`src/rtl/threshold_edge_detect_3x3_macros.svh`:
```
// assertion macros for the threshold edge marker
`ifndef THRESHOLD_EDGE_DETECT_3X3_MACROS_SVH
`define THRESHOLD_EDGE_DETECT_3X3_MACROS_SVH

`ifndef SYNTHESIS
`define TED_ASSERT(lbl, ck, rs, prop) \
  lbl: assert property (@(posedge ck) disable iff (rs) prop) \
    else $error("%m: check failed");
`define TED_ASSERT_NEXT(lbl, ck, rs, pre, post) \
  lbl: assert property (@(posedge ck) disable iff (rs) pre |=> post) \
    else $error("%m: check failed");
`else
`define TED_ASSERT(lbl, ck, rs, prop)
`define TED_ASSERT_NEXT(lbl, ck, rs, pre, post)
`endif

`endif

```
`src/rtl/ted_pkg.sv`:
```
package ted_pkg;

  localparam int MAX_COLUMNS = 256;
  localparam int MAX_ROWS = 256;
  localparam int COL_W = $clog2(MAX_COLUMNS);
  localparam int ROW_W = $clog2(MAX_ROWS);
  localparam int SIZE_W = 9;
  localparam int PIX_W = 8;
  localparam int CFG_INDEX_W = 2;
  localparam int CFG_DATA_W = 9;

  localparam logic [PIX_W-1:0] WHITE = 8'd255;
  localparam logic [PIX_W-1:0] BLACK = 8'd0;
  localparam logic [PIX_W-1:0] THRESHOLD_RESET = 8'd110;
  localparam logic [SIZE_W-1:0] SIZE_RESET = 9'd256;
  localparam logic [SIZE_W-1:0] SIZE_MIN = 9'd3;

  localparam logic KIND_DRAIN = 1'b1;

  typedef enum logic [CFG_INDEX_W-1:0] {
    REG_THRESHOLD = 2'd0,
    REG_COLUMNS   = 2'd1,
    REG_ROWS      = 2'd2
  } reg_index_t;

  typedef struct packed {
    logic emit;
    logic border;
    logic last;
  } decision_t;

  typedef struct packed {
    logic             is_pixel;
    decision_t        dec;
    logic [COL_W-1:0] col;
    logic [PIX_W-1:0] pixel;
  } stage_t;

endpackage

```
`src/rtl/ted_ram.sv`:
```
module ted_ram #(
  parameter int WIDTH = 8,
  parameter int DEPTH = 256
) (
  input  logic                     clk,
  input  logic                     we,
  input  logic [$clog2(DEPTH)-1:0] waddr,
  input  logic [WIDTH-1:0]         wdata,
  input  logic                     re,
  input  logic [$clog2(DEPTH)-1:0] raddr,
  output logic [WIDTH-1:0]         rdata
);

  logic [WIDTH-1:0] mem [DEPTH];

  always_ff @(posedge clk) begin
    if (we) begin
      mem[waddr] <= wdata;
    end
    if (re) begin
      rdata <= mem[raddr];
    end
  end

endmodule

```
`src/rtl/ted_ctrl.sv`:
```
module ted_ctrl import ted_pkg::*; (
  input  logic              clk,
  input  logic              rst,
  input  logic              take,
  input  logic              drain,
  input  logic [SIZE_W-1:0] cols,
  input  logic [SIZE_W-1:0] rows,
  output logic [COL_W-1:0]  col,
  output decision_t         dec
);

  logic [ROW_W-1:0] in_row, in_row_next, out_row, out_row_next, pos_row;
  logic [COL_W-1:0] in_col, in_col_next, out_col, out_col_next, pos_col;
  logic [SIZE_W-1:0] pos_row_inc, pos_col_inc, in_row_inc, in_col_inc;
  logic pix_emit, drain_emit;

  assign col = in_col;

  always_comb begin
    pix_emit = (in_row >= ROW_W'(2)) || (in_row == ROW_W'(1) && in_col != '0);
    drain_emit = (in_row == '0) && (in_col == '0) && !(out_row == '0 && out_col == '0);

    // a pixel beat's centre trails the input by one row and one pixel; a drain beat takes the pending output position
    if (drain) begin
      pos_row = out_row;
      pos_col = out_col;
    end else if (in_col != '0) begin
      pos_row = in_row - ROW_W'(1);
      pos_col = in_col - COL_W'(1);
    end else begin
      pos_row = in_row - ROW_W'(2);
      pos_col = COL_W'(cols - SIZE_W'(1));
    end

    pos_row_inc = SIZE_W'(pos_row) + SIZE_W'(1);
    pos_col_inc = SIZE_W'(pos_col) + SIZE_W'(1);
    in_row_inc = SIZE_W'(in_row) + SIZE_W'(1);
    in_col_inc = SIZE_W'(in_col) + SIZE_W'(1);

    dec.emit = drain ? drain_emit : pix_emit;
    dec.border = (pos_row == '0) || (pos_row_inc >= rows) ||
                 (pos_col == '0) || (pos_col_inc >= cols);
    dec.last = (pos_row_inc == rows) && (pos_col_inc == cols);

    if (pos_col_inc >= cols) begin
      out_col_next = '0;
      out_row_next = (pos_row_inc >= rows) ? '0 : ROW_W'(pos_row_inc);
    end else begin
      out_col_next = COL_W'(pos_col_inc);
      out_row_next = pos_row;
    end

    if (in_col_inc >= cols) begin
      in_col_next = '0;
      in_row_next = (in_row_inc >= rows) ? '0 : ROW_W'(in_row_inc);
    end else begin
      in_col_next = COL_W'(in_col_inc);
      in_row_next = in_row;
    end
  end

  always_ff @(posedge clk) begin
    if (rst) begin
      in_row <= '0;
      in_col <= '0;
      out_row <= '0;
      out_col <= '0;
    end else if (take) begin
      if (!drain) begin
        in_row <= in_row_next;
        in_col <= in_col_next;
      end
      if (dec.emit) begin
        out_row <= out_row_next;
        out_col <= out_col_next;
      end
    end
  end

endmodule

```
`src/rtl/ted_window.sv`:
```
module ted_window import ted_pkg::*; (
  input  logic             clk,
  input  logic             rst,
  input  logic             shift,
  input  logic             is_pixel,
  input  logic             border,
  input  logic [PIX_W-1:0] top,
  input  logic [PIX_W-1:0] mid,
  input  logic [PIX_W-1:0] bot,
  input  logic [PIX_W-1:0] threshold,
  output logic [PIX_W-1:0] mark
);

  logic [PIX_W-1:0] win [3][3];
  logic [PIX_W-1:0] shifted [3][3];
  logic [PIX_W-1:0] view [3][3];
  logic [PIX_W-1:0] centre;
  logic any_above;

  always_comb begin
    for (int r = 0; r < 3; r++) begin
      shifted[r][0] = win[r][1];
      shifted[r][1] = win[r][2];
    end
    shifted[0][2] = top;
    shifted[1][2] = mid;
    shifted[2][2] = bot;

    // a drain beat classifies against the window as it stands
    for (int r = 0; r < 3; r++) begin
      for (int c = 0; c < 3; c++) begin
        view[r][c] = is_pixel ? shifted[r][c] : win[r][c];
      end
    end

    centre = view[1][1];
    any_above = 1'b0;
    for (int r = 0; r < 3; r++) begin
      for (int c = 0; c < 3; c++) begin
        if (!(r == 1 && c == 1) && view[r][c] > threshold) begin
          any_above = 1'b1;
        end
      end
    end

    if (border || centre > threshold) begin
      mark = WHITE;
    end else if (centre < threshold && any_above) begin
      mark = BLACK;
    end else begin
      mark = WHITE;
    end
  end

  always_ff @(posedge clk) begin
    if (rst) begin
      for (int r = 0; r < 3; r++) begin
        for (int c = 0; c < 3; c++) begin
          win[r][c] <= '0;
        end
      end
    end else if (shift) begin
      win <= shifted;
    end
  end

endmodule

```
`src/rtl/threshold_edge_detect_3x3.sv`:
```
// 3x3 threshold edge marker for 8-bit grey frames streamed in raster order.
// item channel: item_valid / item_stall with kind and pixel. kind 0 carries a
// pixel, kind 1 is a drain beat that releases one pending result after the
// frame's last pixel. result channel: result_valid / result_stall with
// edge_pixel (0 on an edge, 255 elsewhere) and last_of_frame.
// config channel: cfg_valid / cfg_ready with cfg_index and cfg_data; index 0
// threshold, 1 columns per row, 2 rows per frame; sizes clamp to 3..256.
// results trail the pixels by one row plus one pixel; the first
// columns+1 pixels of a frame give no result.
// pipeline: the line stores are read at acceptance, when the beat also enters
// the window stage; when that stage steps, the window shifts, the stores are
// written back and the output register loads to offer the result.
// throughput is one beat per clock while item_stall stays low, set by the
// single read and single write port of each line store.
// a stalled result keeps the output register; beats that give no result still
// pass, the next beat with a result waits in the window stage and item_stall
// stays high until the stalled result goes.
// reset clears counters, window and the pipeline and restores threshold 110
// and a 256 x 256 frame; line store content is not cleared.
`include "threshold_edge_detect_3x3_macros.svh"

module threshold_edge_detect_3x3 import ted_pkg::*; (
  input  logic                   clk,
  input  logic                   rst,
  input  logic                   item_valid,
  output logic                   item_stall,
  input  logic                   kind,
  input  logic [PIX_W-1:0]       pixel,
  output logic                   result_valid,
  input  logic                   result_stall,
  output logic [PIX_W-1:0]       edge_pixel,
  output logic                   last_of_frame,
  input  logic                   cfg_valid,
  output logic                   cfg_ready,
  input  logic [CFG_INDEX_W-1:0] cfg_index,
  input  logic [CFG_DATA_W-1:0]  cfg_data
);

  logic [PIX_W-1:0] threshold;
  logic [SIZE_W-1:0] columns_in_use, rows_in_use, cols, rows;

  logic take, drain, s1_step, ram_re, ram_we;
  logic [COL_W-1:0] rd_col;
  decision_t dec;
  stage_t s1;
  logic s1_valid;
  logic [PIX_W-1:0] older_rd, newer_rd, mark;

  assign cfg_ready = 1'b1;

  always_ff @(posedge clk) begin
    if (rst) begin
      threshold <= THRESHOLD_RESET;
      columns_in_use <= SIZE_RESET;
      rows_in_use <= SIZE_RESET;
    end else if (cfg_valid && cfg_ready) begin
      unique case (cfg_index)
        REG_THRESHOLD: threshold <= cfg_data[PIX_W-1:0];
        REG_COLUMNS:   columns_in_use <= cfg_data[SIZE_W-1:0];
        REG_ROWS:      rows_in_use <= cfg_data[SIZE_W-1:0];
        default: ;
      endcase
    end
  end

  always_comb begin
    if (columns_in_use < SIZE_MIN) cols = SIZE_MIN;
    else if (columns_in_use > SIZE_W'(MAX_COLUMNS)) cols = SIZE_W'(MAX_COLUMNS);
    else cols = columns_in_use;
    if (rows_in_use < SIZE_MIN) rows = SIZE_MIN;
    else if (rows_in_use > SIZE_W'(MAX_ROWS)) rows = SIZE_W'(MAX_ROWS);
    else rows = rows_in_use;
  end

  // window stage moves on unless its result has nowhere to go
  assign s1_step = s1_valid && (!s1.dec.emit || !result_valid || !result_stall);
  assign item_stall = s1_valid && !s1_step;
  assign take = item_valid && !item_stall;
  assign drain = (kind == KIND_DRAIN);
  assign ram_re = take && !drain;
  assign ram_we = s1_step && s1.is_pixel;

  ted_ctrl u_ctrl (
    .clk   (clk),
    .rst   (rst),
    .take  (take),
    .drain (drain),
    .cols  (cols),
    .rows  (rows),
    .col   (rd_col),
    .dec   (dec)
  );

  ted_ram #(.WIDTH(PIX_W), .DEPTH(MAX_COLUMNS)) u_older (
    .clk   (clk),
    .we    (ram_we),
    .waddr (s1.col),
    .wdata (newer_rd),
    .re    (ram_re),
    .raddr (rd_col),
    .rdata (older_rd)
  );

  ted_ram #(.WIDTH(PIX_W), .DEPTH(MAX_COLUMNS)) u_newer (
    .clk   (clk),
    .we    (ram_we),
    .waddr (s1.col),
    .wdata (s1.pixel),
    .re    (ram_re),
    .raddr (rd_col),
    .rdata (newer_rd)
  );

  ted_window u_window (
    .clk       (clk),
    .rst       (rst),
    .shift     (ram_we),
    .is_pixel  (s1.is_pixel),
    .border    (s1.dec.border),
    .top       (older_rd),
    .mid       (newer_rd),
    .bot       (s1.pixel),
    .threshold (threshold),
    .mark      (mark)
  );

  always_ff @(posedge clk) begin
    if (rst) begin
      s1_valid <= 1'b0;
    end else if (take) begin
      s1_valid <= 1'b1;
    end else if (s1_step) begin
      s1_valid <= 1'b0;
    end
  end

  always_ff @(posedge clk) begin
    if (take) begin
      s1.is_pixel <= !drain;
      s1.dec <= dec;
      s1.col <= rd_col;
      s1.pixel <= pixel;
    end
  end

  always_ff @(posedge clk) begin
    if (rst) begin
      result_valid <= 1'b0;
    end else if (s1_step && s1.dec.emit) begin
      result_valid <= 1'b1;
    end else if (!result_stall) begin
      result_valid <= 1'b0;
    end
  end

  always_ff @(posedge clk) begin
    if (s1_step && s1.dec.emit) begin
      edge_pixel <= mark;
      last_of_frame <= s1.dec.last;
    end
  end

  // consecutive pixels never share a column, so no forwarding is needed
  `TED_ASSERT(a_no_rw_collision, clk, rst, !(ram_re && ram_we && rd_col == s1.col))
  `TED_ASSERT_NEXT(a_emit_lands, clk, rst, s1_step && s1.dec.emit, result_valid)
  `TED_ASSERT(a_last_is_white, clk, rst, result_valid && last_of_frame |-> edge_pixel == WHITE)

endmodule
```
`config.mk`:
```
export PLATFORM = sky130hd
export DESIGN_NAME = threshold_edge_detect_3x3
export DESIGN_NICKNAME = d
export VERILOG_FILES = /design/src/rtl/ted_pkg.sv /design/src/rtl/ted_ram.sv /design/src/rtl/ted_ctrl.sv /design/src/rtl/ted_window.sv /design/src/rtl/threshold_edge_detect_3x3.sv
export VERILOG_INCLUDE_DIRS = /design/src /design/src/rtl
export SDC_FILE = /design/constraint.sdc
export NUM_CORES = 2
export LEC_CHECK = 0
export ABC_AREA = 1
export BUFFER_PORTS_ARGS = -buffer_cell sky130_fd_sc_hd__buf_2
export CORE_ASPECT_RATIO = 1.5
export CORE_MARGIN = 1
export CORE_UTILIZATION = 25
export CTS_CLUSTER_DIAMETER = 100
export DETAILED_ROUTE_END_ITERATION = 8
export PLACE_DENSITY = 0.37
export SLEW_MARGIN = 20
export SYNTH_ARGS = -nofsm -noshare
export SYNTH_HDL_FRONTEND = slang
export SYNTH_SLANG_ARGS = --single-unit
```
`constraint.sdc`:
```
create_clock -name clk -period 8.9 [get_ports clk]
set_input_delay 1.335 -clock clk [delete_from_list [all_inputs] [get_ports clk]]
set_output_delay 1.335 -clock clk [all_outputs]
set_load 0.01 [all_outputs]
```
==> implementation parameters <==
Parameter                              Value

Logic synthesis
  Mean cell area of the mapped netlist    13.3 sq um
  Dominant combinational cell family by area after synthesis    compound AO/OA/AOI/OAI gates
  Async set-reset flop share out of synthesis    0
  Post-synth cell types    54
  Synth area leader    sky130_fd_sc_hd__edfxtp_1
  Most used flip-flop cell after synthesis    sky130_fd_sc_hd__edfxtp_1
  Post-Synth Simple-Gate Area    0.0781
  XOR/XNOR share of the synthesized area    0.00107
  Multiplexer share of the synthesized area    0.0000588
  Syn nets    13000
  Synthesis Warnings    0
  Share of Yosys cell area claimed by the top area cell type    0.729
  #FFs+latches synth    4266
  Post-synthesis cell area    170000 sq um
  Area share of fa/ha/maj cells after synthesis    0.00904
  Number of enable-type register cells in the synthesized netlist    4134
  Area fraction in compound gates after synthesis    0.139
  Area contributors post-synth    sky130_fd_sc_hd__edfxtp_1, sky130_fd_sc_hd__o21ai_0, sky130_fd_sc_hd__nor2_1, sky130_fd_sc_hd__o221ai_1, sky130_fd_sc_hd__nand2_1
  Cells after synthesis    12852
  Share of the yosys chip area belonging to registers    0.744

Detailed routing
  Drt first-iter violations    8313
  DRC violation count after routing    0
  Number of vias per cell after detailed routing    4.89
  Routed wire length    617 mm
  Number of vias in the routed layout    108380
  Remaining number of nets flagged by the antenna check after routing    0
  Detailed-routing iteration count for the pre-antenna-repair pass    5
  Detail-routed net length per standard cell    27.9 um

Floorplanning
  Cell row count    371
  Overall die area    685000 sq um
  Ports    37
  Initial cell density of the core    0.251
  Horizontal die dimension    676 um
  Std-Cell Core Area    680000 sq um
  DIE HEIGHT    1.01 mm

Final layout
  Final net count    12993
  Final core area utilization    0.289
  Post-layout instance area    196000 sq um
  Layout fillers    69298
  Proportion of layout cells with a drive suffix above 1    0.0982
  Layout area overhead    15.1%

Place
  Final weighted congestion in routability-driven placement    0.824
  Total placed instance area    182000 sq um
  Number of input and output port buffers inserted    35
  Sum of net half-perimeters after detailed placement    353 mm

STA
  Relative slew slack    0.182
  Total negative slack    0 ns
  Setup repair after global routing missed its margin    false
  Worst-margin pin slew    1.23 ns
  Worst clock skew on the final layout    0.0447 ns
  Setup violation total in the final timing report    0
  Final min period    6.21 ns
  Final Hold Fails    0
  Final Slew Violations    0
  Ratio of final minimum period to clock period    0.698
  Final hold slack    0.418 ns
  Achievable clock frequency    161 MHz

Clocking
  Number of buffers inserted by hold repair at cts    0
  Level count of the clock H-tree    5
  Clock Latency Late Sink    0.97 ns
  Root Buffer    sky130_fd_sc_hd__clkbuf_16
  Maximum buffer depth of the clock tree    4
  CTS tree    built
  Clock slew at the register clock pins of the worst setup and hold paths    0.07 ns
  Clock Sinks    4266
  Post-cts repair resize count    0
  Num CTS Buffers    422
  Setup Buffers After CTS    0

Global routing
  Gr ovfl total    0
  GRT Overall Usage    0.175
  Global-route met1 utilization    0.221
  Global-route layer with the greatest usage    met2
  Met2 demand-to-capacity share in global routing    0.314
  Largest net degree at the start of global routing    160
  Number of antenna violations at the first check in global routing    28
  Wire length of the first global-routing pass    867 mm
  Number of global-route vias before repair    109058
  Met3 usage    0.0142

Pwr
  Total Power    0.0428 W
  Power dissipated by switching net loads    0.0100 W
  PwrDens    218 nW/um^2
  Cell-internal power    0.0327 W
  Maximum vdd drop    0.155 mV
  Static leakage    62.4 nW
  Clock share of power    0.428
  Combinational share of power    0.056
  Switching part of the total    0.235
  Sequential group share of total power    0.516

Worst setup path
  Startpoint types    flop
  Data required time at the worst endpoint    9.78 ns
  Critical path type    reg2reg
  Biggest fanout along the worst timing path    37
  Data arrival time of the worst path    7.09 ns
  Type of element capturing the critical path    flop

Status
  Run status    finished clean

Job
  Count of max-cap constraint violations    0

Worst hold path
  Hold crit path type    reg2reg
[final timing paths]
kind | depth (start not counted) | end | slack (ns) | from
setup / recovery | 26 | u_ctrl.out_col[6]$_SDFFE_PP0P_ | 2.69 | u_ctrl.col[5]$_SDFFE_PP0P_
hold / removal | 0 | last_of_frame$_DFFE_PP_ | 0.42 | s1[16]$_DFFE_PP_
setup reg to reg | 26 | u_ctrl.out_col[6]$_SDFFE_PP0P_ | 2.69 | u_ctrl.col[5]$_SDFFE_PP0P_
hold reg to reg | 0 | last_of_frame$_DFFE_PP_ | 0.42 | s1[16]$_DFFE_PP_
[kinds of logic (layout without fill, tap and decap cells)]
group                      count (synthesis)  after routing
AOI/OAI and AO/OA                       3910           3910
buffers and inverters                   1162           1500
other                                      1             12
adders and majority gates                123            123
DFF                                     4266           4266
xor gates and xnor gates                  20             20
and+or+nand+nor                         3369           3369
muxes                                      1              1
[stage by stage]
| stage | setup WS, ns | std cells |
|---|---|---|
| 2_1_floorplan | 3.93 | 12852 |
| 3_3_place_gp | 2.57 | 21372 |
| 3_5_place_dp | 2.75 | 21372 |
| 4_1_cts | 2.72 | 22141 |
| 5_1_grt | 2.31 | 22143 |
| 6_report | 2.69 | 22153 |
[worst max-delay path, cell delays in order (launching register included)]
cell                        delay, ns
sky130_fd_sc_hd__dfxtp_4         0.76
sky130_fd_sc_hd__inv_4           0.46
sky130_fd_sc_hd__nand2_2         0.23
sky130_fd_sc_hd__nor2_4          0.06
sky130_fd_sc_hd__nand2_4         0.21
sky130_fd_sc_hd__inv_2           0.14
sky130_fd_sc_hd__nand3_1         0.17
sky130_fd_sc_hd__nand2_2         0.12
sky130_fd_sc_hd__ha_1            0.29
sky130_fd_sc_hd__o21ai_0         0.31
sky130_fd_sc_hd__ha_1            0.26
sky130_fd_sc_hd__nand2_1         0.07
sky130_fd_sc_hd__inv_1           0.07
sky130_fd_sc_hd__nand3_1         0.12
sky130_fd_sc_hd__nor2_1          0.12
sky130_fd_sc_hd__nand2_1         0.08
sky130_fd_sc_hd__and2_1          0.18
sky130_fd_sc_hd__ha_1            0.33
sky130_fd_sc_hd__nand2_1         0.12
sky130_fd_sc_hd__nor2_1          0.08
sky130_fd_sc_hd__nand3b_1        0.10
sky130_fd_sc_hd__o2111ai_1       0.12
sky130_fd_sc_hd__a31oi_1         0.50
sky130_fd_sc_hd__inv_1           0.16
sky130_fd_sc_hd__nor2_1          0.70
sky130_fd_sc_hd__nand3_1         0.19
sky130_fd_sc_hd__a21oi_1         0.16
[registers in the layout (all words and copies together), names as in the netlist, 9 cells and up]
register and cells:
u_older.mem 2048, u_window.shifted 48, rows_in_use 9, columns_in_use 9, u_newer.mem 2048, u_window.win 24
s1 20
[layout by cell type, fill, tap and decap left out, types with 10 or more instances in the layout]
cell	Yosys	layout
sky130_fd_sc_hd__a211oi_1	12	12
sky130_fd_sc_hd__a21oi_1	539	539
sky130_fd_sc_hd__a2bb2oi_1	152	152
sky130_fd_sc_hd__buf_12	0	37
sky130_fd_sc_hd__buf_2	249	35
sky130_fd_sc_hd__buf_4	36	461
sky130_fd_sc_hd__bufinv_16	0	48
sky130_fd_sc_hd__clkbuf_1	623	77
sky130_fd_sc_hd__clkbuf_16	0	423
sky130_fd_sc_hd__clkinv_1	1	111
sky130_fd_sc_hd__clkinv_2	0	61
sky130_fd_sc_hd__clkinvlp_4	0	18
sky130_fd_sc_hd__dfxtp_1	132	125
sky130_fd_sc_hd__diode_2	0	11
sky130_fd_sc_hd__edfxtp_1	4134	4134
sky130_fd_sc_hd__ha_1	123	123
sky130_fd_sc_hd__inv_1	182	179
sky130_fd_sc_hd__nand2_1	1125	1115
sky130_fd_sc_hd__nand2_4	2	10
sky130_fd_sc_hd__nand3_1	337	334
sky130_fd_sc_hd__nand4_1	26	26
sky130_fd_sc_hd__nor2_1	1832	1725
sky130_fd_sc_hd__nor2_2	2	94
sky130_fd_sc_hd__nor2_4	5	20
sky130_fd_sc_hd__nor3_1	10	10
sky130_fd_sc_hd__o211ai_1	297	297
sky130_fd_sc_hd__o21ai_0	1777	1777
sky130_fd_sc_hd__o21ai_1	35	35
sky130_fd_sc_hd__o221ai_1	512	512
sky130_fd_sc_hd__o22ai_1	543	543
sky130_fd_sc_hd__xor2_1	17	17
[power by group through the flow]
stage                     Clock (W)  Sequential [W]  Combinational, W
after floorplan                   0          0.0227           0.00127
after global placement            0          0.0225           0.00246
after detailed placement          0          0.0225           0.00246
after CTS                    0.0188          0.0221           0.00246
after global routing         0.0194          0.0221           0.00263
final                        0.0183          0.0221           0.00239
[cells in the mapped netlist, types with 7 or more instances]
| master | instances |
|---|---|
| sky130_fd_sc_hd__o22ai_1 | 543 |
| sky130_fd_sc_hd__buf_2 | 249 |
| sky130_fd_sc_hd__inv_2 | 11 |
| sky130_fd_sc_hd__clkbuf_1 | 623 |
| sky130_fd_sc_hd__nor3_1 | 10 |
| sky130_fd_sc_hd__o21ai_0 | 1777 |
| sky130_fd_sc_hd__o221ai_1 | 512 |
| sky130_fd_sc_hd__dfxtp_1 | 132 |
| sky130_fd_sc_hd__nand2_2 | 8 |
| sky130_fd_sc_hd__nand4_1 | 26 |
| sky130_fd_sc_hd__edfxtp_1 | 4134 |
| sky130_fd_sc_hd__nor4_1 | 7 |
| sky130_fd_sc_hd__o211ai_1 | 297 |
| sky130_fd_sc_hd__xor2_1 | 17 |
| sky130_fd_sc_hd__buf_4 | 36 |
| sky130_fd_sc_hd__inv_1 | 182 |
| sky130_fd_sc_hd__a21oi_1 | 539 |
| sky130_fd_sc_hd__a211oi_1 | 12 |
| sky130_fd_sc_hd__o21ai_1 | 35 |
| sky130_fd_sc_hd__nor2_1 | 1832 |
| sky130_fd_sc_hd__nand3_1 | 337 |
| sky130_fd_sc_hd__ha_1 | 123 |
| sky130_fd_sc_hd__nand2_1 | 1125 |
| sky130_fd_sc_hd__buf_1 | 52 |
| sky130_fd_sc_hd__a2bb2oi_1 | 152 |
[routing by layer]
metal | routed length [um] | part of all wire
met5 | 0 | 0
met3 | 21200 | 0.034
met2 | 314000 | 0.51
met4 | 21300 | 0.035
met1 | 260000 | 0.42
[final cells by class]
cell class,count,area (sq um),area share
clock buffer,501,10900,0.0555
clock inverter,268,2800,0.0143
tap,8952,11200,0.0571
timing repair buffer,535,4420,0.0225
multi-input combinational,7424,39200,0.200
antenna,11,27.5,0.000140
sequential,4266,127000,0.647
inverter,196,787,0.00401
(Power assumes the default switching activity.)
